## config.mk

```make
export PLATFORM = sky130hd
export DESIGN_NAME = brew_sequencer_with_heater_hysteresis_core_flat
export DESIGN_NICKNAME = d
export VERILOG_FILES = /design/src/hw/rtl/bshh_pkg.sv /design/src/hw/rtl/bshh_if.sv /design/src/hw/rtl/bshh_cfg.sv /design/src/hw/rtl/bshh_ctrl.sv /design/src/hw/rtl/brew_sequencer_with_heater_hysteresis_core.sv /design/src/flat_wrapper.sv
export SDC_FILE = /design/constraint.sdc
export NUM_CORES = 1
export LEC_CHECK = 0
export ABC_AREA = 0
export BUFFER_PORTS_ARGS = -buffer_cell sky130_fd_sc_hd__clkbuf_2
export CORE_ASPECT_RATIO = 1.4
export CORE_UTILIZATION = 60
export CTS_CLUSTER_DIAMETER = 80
export CTS_CLUSTER_SIZE = 8
export DETAILED_ROUTE_END_ITERATION = 6
export GPL_ROUTABILITY_DRIVEN = 1
export PLACE_DENSITY = 0.86
export RECOVER_POWER = 25
export SLEW_MARGIN = 15
export SYNTH_ARGS = -nofsm -noshare
export SYNTH_HDL_FRONTEND = slang
export SYNTH_SLANG_ARGS = --single-unit
```

## constraint.sdc

```tcl
create_clock -name clk -period 9 [get_ports clk]
set_clock_uncertainty 0.2 [all_clocks]
set_input_delay 1.35 -clock clk [delete_from_list [all_inputs] [get_ports clk]]
set_output_delay 1.35 -clock clk [all_outputs]
set_load 0.02 [all_outputs]
```

## src/hw/rtl/bshh_pkg.sv

```systemverilog
package bshh_pkg;

  // Field widths.
  localparam int TEMP_W     = 12;
  localparam int WEIGHT_W   = 16;
  localparam int DOSE_W     = 12;
  localparam int STRENGTH_W = 4;
  localparam int TOL_W      = 8;
  localparam int TICKS_W    = 8;
  localparam int PHASE_W    = 3;
  localparam int HMODE_W    = 2;
  localparam int ADDR_W     = 5;
  localparam int DATA_W     = 32;
  localparam int REG_IDX_W  = 3;

  // Brew phase codes.
  localparam logic [PHASE_W-1:0] PH_READY    = 3'd0;
  localparam logic [PHASE_W-1:0] PH_HEAT     = 3'd1;
  localparam logic [PHASE_W-1:0] PH_DISPENSE = 3'd2;
  localparam logic [PHASE_W-1:0] PH_BLOOM    = 3'd3;
  localparam logic [PHASE_W-1:0] PH_POUR     = 3'd4;
  localparam logic [PHASE_W-1:0] PH_DONE     = 3'd5;

  // Heater loop codes.
  localparam logic [HMODE_W-1:0] HM_IDLE = 2'd0;
  localparam logic [HMODE_W-1:0] HM_ON   = 2'd1;
  localparam logic [HMODE_W-1:0] HM_OFF  = 2'd2;

  // Register indexes (word address).
  localparam logic [REG_IDX_W-1:0] REG_TARGET_TEMP    = 3'd0;
  localparam logic [REG_IDX_W-1:0] REG_DOSE_WEIGHT    = 3'd1;
  localparam logic [REG_IDX_W-1:0] REG_STRENGTH_RATIO = 3'd2;
  localparam logic [REG_IDX_W-1:0] REG_TOLERANCE      = 3'd3;
  localparam logic [REG_IDX_W-1:0] REG_BLOOM_TICKS    = 3'd4;

  // Register reset values.
  localparam logic [TEMP_W-1:0]     TARGET_TEMP_RST    = 12'd0;
  localparam logic [DOSE_W-1:0]     DOSE_WEIGHT_RST    = 12'd0;
  localparam logic [STRENGTH_W-1:0] STRENGTH_RATIO_RST = 4'd3;
  localparam logic [TOL_W-1:0]      TOLERANCE_RST      = 8'd20;
  localparam logic [TICKS_W-1:0]    BLOOM_TICKS_RST    = 8'd30;

  typedef struct packed {
    logic [TEMP_W-1:0]     target_temp;
    logic [DOSE_W-1:0]     dose_weight;
    logic [STRENGTH_W-1:0] strength_ratio;
    logic [TOL_W-1:0]      tolerance;
    logic [TICKS_W-1:0]    bloom_ticks;
  } cfg_t;

  typedef struct packed {
    logic [TEMP_W-1:0]          temp_reading;
    logic signed [WEIGHT_W-1:0] weight_reading;
    logic                       start_request;
  } item_t;

  typedef struct packed {
    logic               heater_on;
    logic               pump_on;
    logic               tare_request;
    logic               brew_done;
    logic [PHASE_W-1:0] phase;
  } res_t;

endpackage

```

## src/hw/rtl/bshh_if.sv

```systemverilog
// Tick channel: one control tick per beat.
interface bshh_tick_if import bshh_pkg::*; ();
  logic                       valid;
  logic                       ready;
  logic [TEMP_W-1:0]          temp_reading;
  logic signed [WEIGHT_W-1:0] weight_reading;
  logic                       start_request;

  modport source (output valid, output temp_reading, output weight_reading,
                  output start_request, input ready);
  modport sink (input valid, input temp_reading, input weight_reading,
                input start_request, output ready);
endinterface

// Result channel: one result per beat.
interface bshh_result_if import bshh_pkg::*; ();
  logic               valid;
  logic               ready;
  logic               heater_on;
  logic               pump_on;
  logic               tare_request;
  logic               brew_done;
  logic [PHASE_W-1:0] phase;

  modport source (output valid, output heater_on, output pump_on, output tare_request,
                  output brew_done, output phase, input ready);
  modport sink (input valid, input heater_on, input pump_on, input tare_request,
                input brew_done, input phase, output ready);
endinterface

```

## src/hw/rtl/bshh_cfg.sv

```systemverilog
module bshh_cfg import bshh_pkg::*; (
  input  logic              clk,
  input  logic              rst,
  input  logic              psel,
  input  logic              penable,
  input  logic              pwrite,
  input  logic [ADDR_W-1:0] paddr,
  input  logic [DATA_W-1:0] pwdata,
  output logic [DATA_W-1:0] prdata,
  output logic              pready,
  output cfg_t              cfg
);

  logic                 wr_en;
  logic [REG_IDX_W-1:0] reg_idx;

  assign pready  = 1'b1;
  assign wr_en   = psel && penable && pwrite;
  assign reg_idx = paddr[ADDR_W-1:2];

  // Register writes in the access phase.
  always_ff @(posedge clk) begin
    if (rst) begin
      cfg.target_temp    <= TARGET_TEMP_RST;
      cfg.dose_weight    <= DOSE_WEIGHT_RST;
      cfg.strength_ratio <= STRENGTH_RATIO_RST;
      cfg.tolerance      <= TOLERANCE_RST;
      cfg.bloom_ticks    <= BLOOM_TICKS_RST;
    end else if (wr_en) begin
      case (reg_idx)
        REG_TARGET_TEMP:    cfg.target_temp    <= pwdata[TEMP_W-1:0];
        REG_DOSE_WEIGHT:    cfg.dose_weight    <= pwdata[DOSE_W-1:0];
        REG_STRENGTH_RATIO: cfg.strength_ratio <= pwdata[STRENGTH_W-1:0];
        REG_TOLERANCE:      cfg.tolerance      <= pwdata[TOL_W-1:0];
        REG_BLOOM_TICKS:    cfg.bloom_ticks    <= pwdata[TICKS_W-1:0];
        default: ;
      endcase
    end
  end

  // Read data, zero extended.
  always_comb begin
    case (reg_idx)
      REG_TARGET_TEMP:    prdata = {{(DATA_W-TEMP_W){1'b0}}, cfg.target_temp};
      REG_DOSE_WEIGHT:    prdata = {{(DATA_W-DOSE_W){1'b0}}, cfg.dose_weight};
      REG_STRENGTH_RATIO: prdata = {{(DATA_W-STRENGTH_W){1'b0}}, cfg.strength_ratio};
      REG_TOLERANCE:      prdata = {{(DATA_W-TOL_W){1'b0}}, cfg.tolerance};
      REG_BLOOM_TICKS:    prdata = {{(DATA_W-TICKS_W){1'b0}}, cfg.bloom_ticks};
      default:            prdata = '0;
    endcase
  end

endmodule

```

## src/hw/rtl/bshh_ctrl.sv

```systemverilog
module bshh_ctrl import bshh_pkg::*; (
  input  logic  clk,
  input  logic  rst,
  input  logic  step,
  input  item_t item,
  input  cfg_t  cfg,
  output res_t  res
);

  // Sequencer and heater state.
  logic [PHASE_W-1:0]         phase;
  logic [HMODE_W-1:0]         heater_mode;
  logic                       heat_demand;
  logic                       pour_active;
  logic                       tare_pending;
  logic [TICKS_W-1:0]         bloom_counter;
  logic signed [WEIGHT_W-1:0] captured_weight;

  logic [PHASE_W-1:0]         phase_next;
  logic [HMODE_W-1:0]         heater_mode_next;
  logic                       heat_demand_next;
  logic                       pour_active_next;
  logic                       tare_pending_next;
  logic [TICKS_W-1:0]         bloom_counter_next;
  logic signed [WEIGHT_W-1:0] captured_weight_next;

  // Phase step results, before the heater loop runs.
  logic [HMODE_W-1:0]         mode_mid;
  logic                       demand_mid;
  logic                       tare_hit;
  logic                       done_hit;
  logic [TICKS_W-1:0]         bloom_inc;

  // Targets in an 18-bit signed domain so that dose * strength fits.
  logic [DOSE_W+STRENGTH_W-1:0] pour_prod;
  logic signed [17:0]           tol_s;
  logic signed [17:0]           dose_lim;
  logic signed [17:0]           bloom_lim;
  logic signed [17:0]           pour_lim;
  logic signed [WEIGHT_W-1:0]   cmp_w;
  logic signed [17:0]           cmp_w_s;
  logic signed [TEMP_W:0]       temp_lim;
  logic                         temp_ok;

  assign pour_prod = cfg.dose_weight * cfg.strength_ratio;
  assign tol_s     = signed'({10'd0, cfg.tolerance});
  assign dose_lim  = signed'({6'd0, cfg.dose_weight}) - tol_s;
  assign bloom_lim = signed'({5'd0, cfg.dose_weight, 1'b0}) - tol_s;
  assign pour_lim  = signed'({2'd0, pour_prod}) - tol_s;

  // A pending tare captures this tick's weight before the compare.
  assign cmp_w   = tare_pending ? item.weight_reading : captured_weight;
  assign cmp_w_s = {{2{cmp_w[WEIGHT_W-1]}}, cmp_w};

  assign temp_lim = signed'({1'b0, cfg.target_temp}) - signed'({5'd0, cfg.tolerance});
  assign temp_ok  = signed'({1'b0, item.temp_reading}) >= temp_lim;

  assign bloom_inc = (bloom_counter != {TICKS_W{1'b1}}) ? bloom_counter + 1'b1
                                                         : bloom_counter;

  // Brew phase step.
  always_comb begin
    phase_next           = phase;
    mode_mid             = heater_mode;
    demand_mid           = heat_demand;
    pour_active_next     = pour_active;
    tare_pending_next    = tare_pending;
    bloom_counter_next   = bloom_counter;
    captured_weight_next = captured_weight;
    tare_hit             = 1'b0;
    done_hit             = 1'b0;
    case (phase)
      PH_READY: begin
        mode_mid             = HM_IDLE;
        demand_mid           = item.start_request;
        pour_active_next     = 1'b0;
        tare_pending_next    = 1'b1;
        captured_weight_next = '0;
        bloom_counter_next   = '0;
        if (item.start_request) begin
          phase_next = PH_HEAT;
        end
      end
      PH_HEAT: begin
        if (!heat_demand) begin
          phase_next = PH_DISPENSE;
        end
      end
      PH_DISPENSE: begin
        tare_hit             = tare_pending;
        tare_pending_next    = 1'b0;
        captured_weight_next = cmp_w;
        if (cmp_w_s < dose_lim) begin
          captured_weight_next = item.weight_reading;
        end else begin
          phase_next        = PH_BLOOM;
          tare_pending_next = 1'b1;
        end
      end
      PH_BLOOM: begin
        tare_hit             = tare_pending;
        tare_pending_next    = 1'b0;
        captured_weight_next = cmp_w;
        bloom_counter_next   = bloom_inc;
        pour_active_next     = cmp_w_s < bloom_lim;
        if (cmp_w_s < bloom_lim) begin
          captured_weight_next = item.weight_reading;
        end
        if (bloom_inc >= cfg.bloom_ticks) begin
          phase_next        = PH_POUR;
          tare_pending_next = 1'b1;
        end
      end
      PH_POUR: begin
        tare_hit             = tare_pending;
        tare_pending_next    = 1'b0;
        captured_weight_next = cmp_w;
        pour_active_next     = 1'b1;
        if (cmp_w_s < pour_lim) begin
          captured_weight_next = item.weight_reading;
        end else begin
          pour_active_next = 1'b0;
          phase_next       = PH_DONE;
        end
      end
      PH_DONE: begin
        done_hit   = 1'b1;
        phase_next = PH_READY;
      end
      default: ;
    endcase
  end

  // Hysteresis heater loop, after the phase step.
  always_comb begin
    heater_mode_next = mode_mid;
    heat_demand_next = demand_mid;
    case (mode_mid)
      HM_IDLE: begin
        if (demand_mid) begin
          heater_mode_next = HM_ON;
        end
      end
      HM_ON: begin
        heat_demand_next = !temp_ok;
        if (temp_ok) begin
          heater_mode_next = HM_OFF;
        end
      end
      HM_OFF: begin
        heat_demand_next = !temp_ok;
        if (!temp_ok) begin
          heater_mode_next = HM_ON;
        end
      end
      default: ;
    endcase
  end

  // Result of the tick being stepped.
  always_comb begin
    res.heater_on    = heat_demand_next;
    res.pump_on      = pour_active_next;
    res.tare_request = tare_hit;
    res.brew_done    = done_hit;
    res.phase        = phase;
  end

  // State update once per stepped tick.
  always_ff @(posedge clk) begin
    if (rst) begin
      phase           <= PH_READY;
      heater_mode     <= HM_IDLE;
      heat_demand     <= 1'b0;
      pour_active     <= 1'b0;
      tare_pending    <= 1'b1;
      bloom_counter   <= '0;
      captured_weight <= '0;
    end else if (step) begin
      phase           <= phase_next;
      heater_mode     <= heater_mode_next;
      heat_demand     <= heat_demand_next;
      pour_active     <= pour_active_next;
      tare_pending    <= tare_pending_next;
      bloom_counter   <= bloom_counter_next;
      captured_weight <= captured_weight_next;
    end
  end

  // The heater demand always tracks the ON mode of the loop.
  a_demand_tracks_mode: assert property (@(posedge clk) disable iff (rst)
    heat_demand == (heater_mode == HM_ON))
    else $error("heat demand out of step with heater mode");

  // A done tick always returns the sequence to ready.
  a_done_to_ready: assert property (@(posedge clk) disable iff (rst)
    step && phase == PH_DONE |=> phase == PH_READY)
    else $error("done phase did not return to ready");

  // A ready tick rearms the tare and clears the captured weight.
  a_ready_rearms: assert property (@(posedge clk) disable iff (rst)
    step && phase == PH_READY |=> tare_pending && captured_weight == '0)
    else $error("ready phase did not rearm tare");

  // The pump only runs in bloom or pour.
  a_pump_phase: assert property (@(posedge clk) disable iff (rst)
    step && res.pump_on |-> phase == PH_BLOOM || phase == PH_POUR)
    else $error("pump driven outside bloom or pour");

endmodule

```

## src/hw/rtl/brew_sequencer_with_heater_hysteresis_core.sv

```systemverilog
// A tick beat is held in the tick register and stepped into the result register once
// that one is free. Throughput: one tick per cycle while result.ready stays high; the
// state loop in the control stage closes between the tick register and the result register.
// Reset (rst, synchronous, active high) returns the sequence to ready, the heater
// to idle, arms the tare and loads the configuration registers with their defaults.
// No clearing pass follows reset.
module brew_sequencer_with_heater_hysteresis_core import bshh_pkg::*; (
  input  logic                  clk,
  input  logic                  rst,
  bshh_tick_if.sink             tick,
  bshh_result_if.source         result,
  input  logic                  psel,
  input  logic                  penable,
  input  logic                  pwrite,
  input  logic [ADDR_W-1:0]     paddr,
  input  logic [DATA_W-1:0]     pwdata,
  output logic [DATA_W-1:0]     prdata,
  output logic                  pready
);

  cfg_t  cfg;
  item_t s1_item;
  logic  s1_valid;
  res_t  res;
  res_t  res_q;
  logic  res_valid;
  logic  adv;

  bshh_cfg u_cfg (
    .clk     (clk),
    .rst     (rst),
    .psel    (psel),
    .penable (penable),
    .pwrite  (pwrite),
    .paddr   (paddr),
    .pwdata  (pwdata),
    .prdata  (prdata),
    .pready  (pready),
    .cfg     (cfg)
  );

  // The tick register moves into the result register when that one is free.
  assign adv        = s1_valid && (!res_valid || result.ready);
  assign tick.ready = !s1_valid || adv;

  always_ff @(posedge clk) begin
    if (rst) begin
      s1_valid <= 1'b0;
    end else if (tick.valid && tick.ready) begin
      s1_valid <= 1'b1;
    end else if (adv) begin
      s1_valid <= 1'b0;
    end
  end

  always_ff @(posedge clk) begin
    if (tick.valid && tick.ready) begin
      s1_item.temp_reading   <= tick.temp_reading;
      s1_item.weight_reading <= tick.weight_reading;
      s1_item.start_request  <= tick.start_request;
    end
  end

  bshh_ctrl u_ctrl (
    .clk  (clk),
    .rst  (rst),
    .step (adv),
    .item (s1_item),
    .cfg  (cfg),
    .res  (res)
  );

  // Result register.
  always_ff @(posedge clk) begin
    if (rst) begin
      res_valid <= 1'b0;
    end else if (adv) begin
      res_valid <= 1'b1;
    end else if (result.ready) begin
      res_valid <= 1'b0;
    end
  end

  always_ff @(posedge clk) begin
    if (adv) begin
      res_q <= res;
    end
  end

  assign result.valid        = res_valid;
  assign result.heater_on    = res_q.heater_on;
  assign result.pump_on      = res_q.pump_on;
  assign result.tare_request = res_q.tare_request;
  assign result.brew_done    = res_q.brew_done;
  assign result.phase        = res_q.phase;

endmodule
```

## src/flat_wrapper.sv

```systemverilog
// flat-port wrapper written by rule: the top's interface ports become plain ports
module brew_sequencer_with_heater_hysteresis_core_flat import bshh_pkg::*;
  (clk, rst, psel, penable, pwrite, paddr, pwdata, prdata, pready, tick_valid, tick_temp_reading, tick_weight_reading, tick_start_request, tick_ready, result_valid, result_heater_on, result_pump_on, result_tare_request, result_brew_done, result_phase, result_ready);
  bshh_tick_if tick_i ();
  bshh_result_if result_i ();
  input  logic clk;
  input  logic rst;
  input  logic psel;
  input  logic penable;
  input  logic pwrite;
  input  logic [ADDR_W-1:0] paddr;
  input  logic [DATA_W-1:0] pwdata;
  output logic [DATA_W-1:0] prdata;
  output logic pready;
  input wire logic [$bits(tick_i.valid)-1:0] tick_valid;
  input wire logic [$bits(tick_i.temp_reading)-1:0] tick_temp_reading;
  input wire logic [$bits(tick_i.weight_reading)-1:0] tick_weight_reading;
  input wire logic [$bits(tick_i.start_request)-1:0] tick_start_request;
  output wire logic [$bits(tick_i.ready)-1:0] tick_ready;
  output wire logic [$bits(result_i.valid)-1:0] result_valid;
  output wire logic [$bits(result_i.heater_on)-1:0] result_heater_on;
  output wire logic [$bits(result_i.pump_on)-1:0] result_pump_on;
  output wire logic [$bits(result_i.tare_request)-1:0] result_tare_request;
  output wire logic [$bits(result_i.brew_done)-1:0] result_brew_done;
  output wire logic [$bits(result_i.phase)-1:0] result_phase;
  input wire logic [$bits(result_i.ready)-1:0] result_ready;
  assign tick_i.valid = tick_valid;
  assign tick_i.temp_reading = tick_temp_reading;
  assign tick_i.weight_reading = tick_weight_reading;
  assign tick_i.start_request = tick_start_request;
  assign tick_ready = tick_i.ready;
  assign result_valid = result_i.valid;
  assign result_heater_on = result_i.heater_on;
  assign result_pump_on = result_i.pump_on;
  assign result_tare_request = result_i.tare_request;
  assign result_brew_done = result_i.brew_done;
  assign result_phase = result_i.phase;
  assign result_i.ready = result_ready;
  brew_sequencer_with_heater_hysteresis_core u_core (.clk(clk), .rst(rst), .tick(tick_i), .result(result_i), .psel(psel), .penable(penable), .pwrite(pwrite), .paddr(paddr), .pwdata(pwdata), .prdata(prdata), .pready(pready));
endmodule
```

==> summary.txt, run 1 <==
Clock tree
  • # clock sinks: 114
  • Post-CTS Setup Bufs: 0
  • CTS Buf Count: 17
  • CTS tree: yes
  • Cts hold-fix bufs: 0
  • CTS resizes: 0
  • Max Root-Sink Buffers: 2
  • Root Buffer: clkbuf_16
  • Number of H-tree levels: 4
  • Skew-Pair Late Insertion Delay: between 400 and 500 ps
  • Clk slew on worst S/H paths: around 60 ps

Worst setup path
  • Critical path required time: 9170 ps
  • Reg-to-Reg End: u_core.u_ctrl.captured_weight[10]
  • Worst Path Arrival: 7370 ps
  • R2R Path Start: u_core.u_cfg.cfg[19]
  • CP startpoint kind: flop
  • Worst Setup SP: u_core.u_cfg.cfg[19]
  • Crit path to: u_core.u_ctrl.captured_weight[10]
  • Reg2Reg Depth: 23
  • Kind of critical path: reg2reg
  • Reg2Reg Setup Slack: 1800 ps
  • Critical path fanouts, max: 16
  • Worst Setup End Kind: flop

Finish
  • Final nets: 1353
  • Post-layout util: 0.678
  • Ratio of cells with drive above 1 in the final layout: 0.123
  • Fin area: around 11000 um2
  • Post-Layout Cell Count: 1335
  • Synth-to-Final Area Change: 10.4%
  • # diodes: 0

Floorplanning
  • Die H: 151 um
  • I/O pins: ~120
  • DIE WIDTH: roughly 110 um
  • Core area: about 16000 um2
  • Initial core utilization: 0.614
  • Rows: 54
  • Area of the die: 16400 um2

Drt
  • Final ANT Viol Nets: 0
  • Router iterations before antenna repair: 6
  • Vias per cell: 6.11
  • DRC: 0
  • Post-Route WL: 23.8 mm
  • Average wire per standard cell: 17.8 um
  • Initial drt markers: between 400 and 500
  • Detailed-route via count: 8160

Synth
  • Ys flop type: dfxtp_1
  • Warning count from the yosys run: 0
  • Async SR Flop Fraction: 0
  • Synth Register Bits: ~110
  • Ranking of synthesized cells by area: dfxtp_1, ha_1, edfxtp_1
  • Mapped Cells: 1073
  • Synth top cells by count: ha_1, inv_1, nand2_1, dfxtp_1, nor2_1
  • Syn Area/Cell: slightly below 9 um2
  • Seq/Total Area, Yosys: 0.277
  • Post-synth EDFFs: 36
  • Synth cell types: 67
  • Cell Area, Synth: 9540 um2
  • Area leader, netlist: dfxtp_1
  • Share of the synthesized area in the top cell type: 0.164
  • Most common cell in the netlist: ha_1

GRT
  • Antenna violations before repair: 0
  • Overflow after GRT: 0
  • Vias in the first global route: about 8300
  • Total track usage: 0.306
  • First-pass GRT wire length: 38.7 mm
  • Largest net degree at the start of global routing: 55

Timing
  • Worst-margin pin slew: between 2000 and 3000 ps
  • F_max: 139 MHz
  • RSZ-0062 raised after global routing: false
  • Max_slew headroom: -0.742
  • Final Hold Vio Count: 0
  • Max-slew violation count: 85
  • Min cycle time layout: 7200 ps
  • Post-route clock period utilization: 0.800
  • Endpoints failing setup: 0
  • Fin Setup TNS: 0 ps

Placed design
  • DP Area: 9930 um2
  • Placed cell count: 1303
  • I/O Buffers: 71
  • DP HPWL: 17.2 mm
  • Routability cong.: roughly 0.92

Power
  • Peak VDD IR: between 100 and 150 uV
  • Final Power: about 1.4 mW
  • Leakage: around 4.9 nW
  • Power Density: 135 nW/um2

Hold path
  • Critical hold path startpoint: u_core.u_ctrl.captured_weight[15]
  • Tightest Hold Check Type: reg2reg

Flow run
  • Max_cap viols: 2

Status
  • Run status: finished, violations left
  • Failing checks: capacitance limit, slew limit
-- area by class of cell --
cell class / instances / area, um2
Inverter: 99 / 372
Multi-Input combinational cell: 818 / 6280
Clock buffer: 17 / 425
Sequential cell: 114 / 2640
Timing Repair Buffer: 76 / 385
Clock inverter: 15 / 179
Fill cell: 1191 / 5010
Tap cell: 196 / 245
-- state kept, by name, indices dropped and copies added (netlist names) --
signal,flops
u_core.u_ctrl.captured_weight,16
u_core.s1_item,29
u_core.u_ctrl.heater_mode,2
u_core.result.phase,3
u_core.result.valid,1
u_core.result.brew_done,1
u_core.result.tare_request,1
u_core.result.pump_on,1
u_core.u_ctrl.pour_active,1
u_core.u_ctrl.tare_pending,1
u_core.u_ctrl.phase,3
u_core.s1_valid,1
u_core.u_ctrl.heat_demand,1
u_core.u_ctrl.bloom_counter,8
u_core.u_cfg.cfg,44
u_core.result.heater_on,1
-- worst max-delay path: stages (launching register included) --
cell	delay, ps
dfxtp_1	590
nand2_1	140
fa_1	510
fa_1	530
fa_1	550
inv_1	40
ha_1	330
o21ai_0	110
o21ai_0	160
or4b_2	630
nand3_1	90
o211ai_1	140
o21bai_1	160
a21oi_1	90
xor2_1	150
ha_1	290
a21o_1	200
a2111o_1	390
a21o_1	160
a311o_1	320
a31o_1	300
nand2b_4	190
a211oi_4	630
a22o_1	230
-- layout by cell type (no fill, tap or decap), types with 9 or more instances in the layout --
cell	synthesis	routed
a22o_1	17	17
edfxtp_1	36	36
and2_1	29	28
inv_1	98	98
ha_1	124	124
nor3_1	27	27
nand2b_1	11	11
nor2_1	72	72
a211oi_1	10	10
o21ai_0	39	39
nand2_1	89	89
a21o_1	14	14
conb_1	2	21
dfxtp_1	78	78
mux2_2	21	21
a22oi_1	15	15
clkbuf_2	0	71
a21oi_1	60	60
xnor2_1	25	25
fa_1	30	30
clkbuf_16	0	17
xor2_1	18	18
nand3_1	36	36
nor2b_1	11	11
mux2i_1	42	42
o21a_1	9	9
-- power breakdown --
| part | internal, mW | total (mW) | leakage (nW) | switching [mW] |
|---|---|---|---|---|
| Combinational | 0.0654 | 0.169 | 3.62 | 0.104 |
| Clock | 0.436 | 0.695 | 0.288 | 0.259 |
| Sequential | 0.545 | 0.556 | 0.981 | 0.0105 |
-- how the worst min path moves through the flow --
stage / end / cells past startpoint / slack (ps)
3_3_place_gp: u_core.u_ctrl.captured_weight[9] / 1 / 260
3_5_place_dp: u_core.u_ctrl.captured_weight[13] / 1 / 260
2_1_floorplan: u_core.result.phase[2] / 0 / 210
4_1_cts: u_core.u_ctrl.captured_weight[13] / 1 / 280
5_1_grt: u_core.u_ctrl.captured_weight[7] / 1 / 290
6_report: u_core.u_ctrl.captured_weight[15] / 1 / 280
-- metal layers --
| layer | global-route usage | part of all wire |
|---|---|---|
| met1 | 0.312 | 0.36 |
| met2 | 0.552 | 0.52 |
| met3 | 0.0628 | 0.058 |
| met4 | 0.215 | 0.063 |
| met5 | 0 | 0 |
-- per-stage QoR --
stage | hold WS [ps] | setup slack (ps)
global route | 291 | 1440
finish | 278 | 1800
detailed placement | 262 | 1870
floorplan | 206 | 2480
CTS | 280 | 1820
global placement | 258 | 1950
-- cell families (layout without fill, tap and decap cells) --
logic type / Yosys count / in the layout / synth area share
AND/OR/NAND/NOR: 316 / 316 / 0.160
AO/OA/AOI/OAI: 220 / 220 / 0.154
buffers and inverters: 160 / 207 / 0.0728
adder cells (fa/ha/maj): 154 / 154 / 0.226
flip-flops: 114 / 114 / 0.277
multiplexers: 64 / 64 / 0.0703
XOR/XNOR: 43 / 43 / 0.0395
other: 2 / 21 / 0.000787
Note: power is estimated with default switching activity, not from simulation.
==> inputs of run 2 (changes only) <==
Clock period 9 ns to 7.3 ns, I/O delays scaled along.
==> run 2 against run 1 <==
The flow still finishes with violations (capacitance limit, slew limit). Maximum frequency increased by 4.5%. Global-route usage decreased by 0.15 points. Hold slack improved by 3.5 ps. Critical path type unchanged. Critical endpoint is now u_core.u_ctrl.captured_weight[8]. Highest routed layer unchanged.
==> summary.txt, run 2 (same netlist as run 1, synthesis figures left out) <==
Worst setup path
  • Critical path required time: 7450 ps (-1720 ps)
  • Worst Path Arrival: 7050 ps (-320 ps)
  • CP startpoint kind: flop
  • Reg2Reg Setup Slack: 410 ps (-1390 ps)
  • Reg-to-Reg End: u_core.u_ctrl.captured_weight[8]
  • Worst Setup End Kind: flop
  • R2R Path Start: u_core.u_cfg.cfg[18]
  • Kind of critical path: reg2reg
  • Reg2Reg Depth: 24 (+4.3%)
  • Critical path fanouts, max: 16 (unchanged)

Finish
  • Final nets: 1362 (+0.67%)
  • # diodes: 0 (unchanged)
  • Max reg flops: 44 (unchanged)
  • Commonest non-fill, non-tap cell in the layout: ha_1
  • Ratio of cells with drive above 1 in the final layout: 0.128 (+0.00513)
  • Largest regs: u_core.u_cfg.cfg: 44 flops, u_core.s1_item: 29 flops, u_core.u_ctrl.captured_weight: 16 flops
  • Fillers: 1203 (+1.0%)
  • Sequential cell area: 2640 um2 (unchanged)
  • Post-Layout Cell Count: 1344 (+0.67%)
  • Synth-to-Final Area Change: 10.9%
  • Top reg by flops: u_core.u_cfg.cfg
  • Most frequent cells in the layout: ha_1, inv_1, nand2_1
  • Multi-input logic area: 6280 um2 (about the same)

Timing
  • Fin Setup TNS: 0 ps (unchanged)
  • Final Hold Vio Count: 0 (unchanged)
  • Worst setup margin: 407 ps (-1390 ps)
  • Worst-margin pin slew: 2660 ps (+51.6 ps)
  • Post-route clock period utilization: 0.944 (+0.144)
  • Max_slew headroom: -0.776 (-0.0344)
  • Min cycle time layout: 6890 ps (-307 ps)
  • RSZ-0062 raised after global routing: false
  • WHS: 282 ps (+3.46 ps)
  • Endpoints failing setup: 0 (unchanged)
  • F_max: 145 MHz (+4.5%)
  • Max-slew violation count: 85 (unchanged)

Drt
  • DRC: 0 (unchanged)
  • Vias per cell: 6.06 (-0.94%)
  • Post-Route WL: 23.6 mm (-0.52%)
  • Router iterations before antenna repair: 5 (-1)
  • Final ANT Viol Nets: 0 (unchanged)
  • Detailed-route via count: 8138 (-0.27%)
  • Initial drt markers: 444 (-3.9%)
  • Average wire per standard cell: 17.6 um (-1.2%)

Floorplanning
  • Area of the die: 16400 um2 (unchanged)
  • Core area: 15500 um2 (unchanged)
  • Die H: 151 um (unchanged)
  • Initial core utilization: 0.614 (unchanged)
  • I/O pins: 115 (unchanged)
  • Rows: 54 (unchanged)
  • DIE WIDTH: 109 um (unchanged)

GRT
  • Total track usage: 0.305 (-0.00154)
  • Vias in the first global route: 8075 (-2.5%)
  • First-pass GRT wire length: 38.2 mm (-1.2%)
  • Overflow after GRT: 0 (unchanged)
  • Largest net degree at the start of global routing: 55 (unchanged)
  • Antenna violations before repair: 0 (unchanged)

Power
  • Leakage: 4.92 nW (+0.65%)
  • Peak VDD IR: 196 uV (+61%)
  • Power Density: 161 nW/um2 (+20%)

Flow run
  • Max_cap viols: 2 (unchanged)

Clock tree
  • CTS Buf Count: 17 (unchanged)
  • Skew-Pair Late Insertion Delay: 420 ps (about the same)
  • Clk slew on worst S/H paths: 50 ps (about the same)
  • CTS tree: yes
  • Post-CTS Setup Bufs: 0 (unchanged)
  • Number of H-tree levels: 4 (unchanged)
  • Root Buffer: clkbuf_16
  • # clock sinks: 114 (unchanged)
  • Max Root-Sink Buffers: 2 (unchanged)

Status
  • Run status: finished, violations left
  • Failing checks: capacitance limit, slew limit

Placed design
  • I/O Buffers: 71 (unchanged)
  • Placed cell count: 1312 (+0.69%)
  • Routability cong.: 0.920 (-0.28%)
  • DP HPWL: 17.5 mm (+1.6%)
  • Place WS: 314 ps (-1560 ps)

Hold path
  • Hold EP: u_core.u_ctrl.captured_weight[10]
  • Hold Path Stages: 1 (unchanged)
  • Critical hold path startpoint: u_core.u_ctrl.captured_weight[10]
  • Tightest Hold Check Type: reg2reg
[run 2: changes by cell type in the layout (fill, tap and decap cells not counted), sizes merged]
cell	delta
buf	+9
inv	-3
clkbuf	+3
bufinv	-1
clkinv	+1
[run 2: metrics by stage]
stage,util,cell area [um2],total power [mW]
2_1_floorplan,-,9610,0.847
4_1_cts,0.681,10600,1.71
5_1_grt,0.681,10600,1.76
3_3_place_gp,0.644,10000,0.894
6_report,0.681,10600,1.70
3_5_place_dp,0.644,10000,0.901
[run 2: worst max-delay path by stage]
stage                          from                                end  slack, ps
5_1_grt        u_core.u_cfg.cfg[18]   u_core.u_ctrl.captured_weight[1]         80
4_1_cts        u_core.u_cfg.cfg[18]   u_core.u_ctrl.captured_weight[8]        270
6_report       u_core.u_cfg.cfg[18]   u_core.u_ctrl.captured_weight[8]        410
3_3_place_gp   u_core.u_cfg.cfg[18]  u_core.u_ctrl.captured_weight[11]        410
2_1_floorplan  u_core.u_cfg.cfg[19]  u_core.u_ctrl.captured_weight[10]        780
3_5_place_dp   u_core.u_cfg.cfg[18]  u_core.u_ctrl.captured_weight[11]        310
[run 2: layout make-up]
cell class / instances / share of cell area
clock inverter: 12 / 0.0127
clock buffer: 20 / 0.0422
sequential: 114 / 0.250
multi-input combinational: 818 / 0.594
tap: 196 / 0.0232
inverter: 99 / 0.0351
timing repair buffer: 85 / 0.0428
[run 2: power breakdown]
part	switching (mW)	internal, mW
Combinational	0.127	0.0810
Sequential	0.0123	0.672
Clock	0.302	0.511
[run 2: what timing repair did]
item	CTS	global route
endpoints found under the setup margin	0	16
gates resized for setup	0	1
hold buffers	0	0
[run 2: routing by layer]
| metal | wire length, um | part of all wire | track usage |
|---|---|---|---|
| met5 | 0 | 0 | 0 |
| met1 | 8560 | 0.36 | 0.313 |
| met4 | 1770 | 0.075 | 0.235 |
| met2 | 11800 | 0.50 | 0.537 |
| met3 | 1510 | 0.064 | 0.0615 |
[run 2: worst max-delay path: stages (launching register included)]
cell	delay, ps
dfxtp_1	590
nand2_1	130
fa_1	480
fa_1	520
fa_1	540
inv_1	50
ha_1	340
o21ai_0	120
o21ai_0	170
or4b_2	630
nand3_1	100
o211ai_1	160
o21bai_1	160
a21oi_1	90
xor2_1	160
ha_1	290
a21o_1	210
a2111o_1	380
a21o_1	150
a311o_1	310
a31o_1	290
nand2b_4	180
a211oi_4	190
buf_4	280
a22o_1	160
==> inputs of run 3 (changes only) <==
Settings changed: CELL_PAD_IN_SITES_DETAIL_PLACEMENT set to 0, CELL_PAD_IN_SITES_GLOBAL_PLACEMENT set to 2, CORE_MARGIN set to 2, CORE_UTILIZATION 60 to 37.
Clock period 7.3 ns to 7.5 ns, I/O delays scaled along.
==> run 3 against run 2 <==
The flow still finishes with violations (capacitance limit, slew limit). Largest power group unchanged. Critical path type unchanged. Worst setup slack improved by 31 ps. Largest cell class unchanged. Critical path depth did not move. Clock power rose by 6.6%. Non-clock buffer count rose by 3.
==> summary.txt, run 3 (same netlist as run 1, synthesis figures left out) <==
Worst setup path
  • CP startpoint kind: flop
  • Critical path's slowest cell: or4b_2
  • R2R Path Start: u_core.u_cfg.cfg[19]
  • Critical Path Most Common Cell: fa_1
  • Critical path fanouts, max: 16 (unchanged)
  • CP peak stage delay: 670 ps (+40 ps)
  • Reg2Reg Depth: 24 (unchanged)
  • Worst-path cell chain: buf_4, and2_1, fa_1, fa_1, inv_1, fa_1, inv_1, ha_1, nand3_1, or4b_2, nand3_1, o211ai_1, o21bai_1, a21oi_1, xor2_1, ha_1, a21o_1, a2111o_1, a21o_1, a311o_1, a31o_1, a31oi_1, nand2_1, a22o_1
  • Critical path required time: 7610 ps (+160 ps)
  • Reg-to-Reg End: u_core.u_ctrl.captured_weight[1]
  • Reg2Reg Setup Slack: 440 ps (+30 ps)
  • Kind of critical path: reg2reg
  • Critical path's top delay family: compound AO/OA/AOI/OAI gates
  • Worst Path Arrival: 7170 ps (+120 ps)
  • Worst path depth: 24 (unchanged)
  • Bufs and invs on worst path: 3 (+1)
  • Worst Setup End Kind: flop

Hold path
  • Tightest Hold Check Type: reg2reg
  • Critical hold path startpoint: u_core.u_cfg.cfg[32]
  • Hold EP: u_core.u_cfg.cfg[32]
  • Hold Path Stages: 2 (+1)

GRT
  • Total track usage: 0.185 (-0.120)
  • Overflow after GRT: 0 (unchanged)
  • Largest net degree at the start of global routing: 55 (unchanged)
  • First-pass GRT wire length: 39.6 mm (+3.7%)
  • Antenna violations before repair: 0 (unchanged)
  • Vias in the first global route: 7517 (-6.9%)

Power
  • Combinational fraction of design power: 0.117 (-0.005)
  • Sw Share: 0.243 (-0.0156)
  • Power Density: 161 nW/um2 (-0.25%)
  • P_sw: 0.421 mW (-4.3%)
  • Internal cell power: 1.31 mW (+4.0%)
  • Peak VDD IR: 142 uV (-28%)
  • Flop pwr share: 0.384 (-0.018)
  • Leakage: 4.97 nW (+0.97%)
  • Final Power: 1.74 mW (+1.9%)
  • Clock power share: 0.499 (+0.022)

Floorplanning
  • Area of the die: 27100 um2 (+65%)
  • DIE WIDTH: 140 um (+29%)
  • Initial core utilization: 0.376 (-0.238)
  • Rows: 69 (+28%)
  • Core area: 25400 um2 (+63%)
  • Die H: 194 um (+28%)
  • I/O pins: 115 (unchanged)

Status
  • Failing checks: capacitance limit, slew limit
  • Run status: finished, violations left

Timing
  • Worst setup margin: 439 ps (+31.3 ps)
  • F_max: 142 MHz (-2.4%)
  • Max_slew headroom: -0.823 (-0.0467)
  • RSZ-0062 raised after global routing: false
  • Post-route clock period utilization: 0.942 (-0.00268)
  • Worst-margin pin slew: 2730 ps (+70.1 ps)
  • Max-slew violation count: 85 (unchanged)
  • Min cycle time layout: 7060 ps (+169 ps)
  • Fin Setup TNS: 0 ps (unchanged)
  • Final Hold Vio Count: 0 (unchanged)
  • Endpoints failing setup: 0 (unchanged)

Drt
  • Detailed-route via count: 7683 (-5.6%)
  • Post-Route WL: 25.1 mm (+6.3%)
  • Final ANT Viol Nets: 0 (unchanged)
  • Vias per cell: 5.23 (-14%)
  • Router iterations before antenna repair: 5 (unchanged)
  • Initial drt markers: 303 (-32%)
  • DRC: 0 (unchanged)
  • Average wire per standard cell: 17.1 um (-2.8%)

Clock tree
  • Root Buffer: clkbuf_16
  • Clk slew on worst S/H paths: 50 ps (about the same)
  • Skew-Pair Late Insertion Delay: 420 ps (about the same)
  • Max Root-Sink Buffers: 2 (unchanged)
  • CTS resizes: 0 (unchanged)
  • Number of H-tree levels: 4 (unchanged)
  • CTS Buf Count: 17 (unchanged)
  • # clock sinks: 114 (unchanged)
  • Cts hold-fix bufs: 0 (unchanged)
  • Post-CTS Setup Bufs: 0 (unchanged)
  • CTS tree: yes

Finish
  • Post-layout util: 0.426 (-0.255)
  • Final nets: 1365 (+0.22%)
  • Fin area: 10800 um2 (+2.1%)
  • Largest regs: u_core.u_cfg.cfg: 44 flops, u_core.s1_item: 29 flops, u_core.u_ctrl.captured_weight: 16 flops
  • # diodes: 0 (unchanged)
  • Commonest non-fill, non-tap cell in the layout: ha_1
  • Max reg flops: 44 (unchanged)
  • Top reg by flops: u_core.u_cfg.cfg
  • Synth-to-Final Area Change: 13.2%
  • Most frequent cells in the layout: ha_1, inv_1, nand2_1
  • Ratio of cells with drive above 1 in the final layout: 0.129 (+0.00140)

Placed design
  • Routability cong.: 0.816 (-11%)
  • I/O Buffers: 71 (unchanged)
  • Place WS: 442 ps (+128 ps)
  • DP HPWL: 19.8 mm (+13%)
  • DP Area: 10200 um2 (+1.8%)

Flow run
  • Max_cap viols: 2 (unchanged)
==> run 3: cell types whose count changed in the layout (fill, tap and decap cells not counted), moves of 2 or more <==
cell | before | now
bufinv_16 | 2 | 4
clkbuf_1 | 4 | 6
clkinvlp_4 | 3 | 1
clkinv_1 | 3 | 1
clkinv_2 | 0 | 4
buf_4 | 12 | 15
clkinv_4 | 4 | 1
==> run 3: area by class of cell <==
type,count,area (um2)
Fill cell,2595,14600
Multi-Input combinational cell,818,6280
Sequential cell,114,2640
Clock buffer,22,475
Timing Repair Buffer,88,474
Tap cell,319,399
Inverter,99,372
Clock inverter,10,156
==> run 3: power by group through the flow <==
stage	Clock, mW	Sequential [mW]	Combinational [mW]
2_1_floorplan	0	0.675	0.149
3_3_place_gp	0	0.678	0.203
3_5_place_dp	0	0.678	0.205
4_1_cts	0.884	0.666	0.207
5_1_grt	0.912	0.668	0.229
6_report	0.867	0.666	0.204
==> run 3: worst max path at each step <==
stage	start	endpoint
floorplan	u_core.u_cfg.cfg[19]	u_core.u_ctrl.captured_weight[10]
global placement	u_core.u_cfg.cfg[24]	u_core.u_ctrl.captured_weight[10]
detailed placement	u_core.u_cfg.cfg[24]	u_core.u_ctrl.captured_weight[6]
CTS	u_core.u_cfg.cfg[24]	u_core.u_ctrl.captured_weight[1]
global route	u_core.u_cfg.cfg[19]	u_core.u_ctrl.captured_weight[14]
finish	u_core.u_cfg.cfg[19]	u_core.u_ctrl.captured_weight[1]
==> run 3: layer usage <==
layer / track usage / up-vias / part of all wire
met3: 0.0343 / 44 / 0.028
li1: - / 3877 / -
met5: 0 / - / 0
met4: 0.0774 / 0 / 0.033
met1: 0.212 / 3627 / 0.42
met2: 0.336 / 135 / 0.52
==> run 3: per-stage QoR <==
step           std cells  hold WS [ps]
3_3_place_gp        1438           258
6_report            1470           275
2_1_floorplan       1092           206
5_1_grt             1470           298
4_1_cts             1470           273
3_5_place_dp        1438           262
==> run 3: tightest hold or removal path: cells and delay by family, from the launching register on <==
| family | cells | cell delay (ps) |
|---|---|---|
| AND/OR/NAND/NOR | 1 | 60 |
| AO/OA/AOI/OAI | 1 | 50 |
| flip-flops | 1 | 320 |
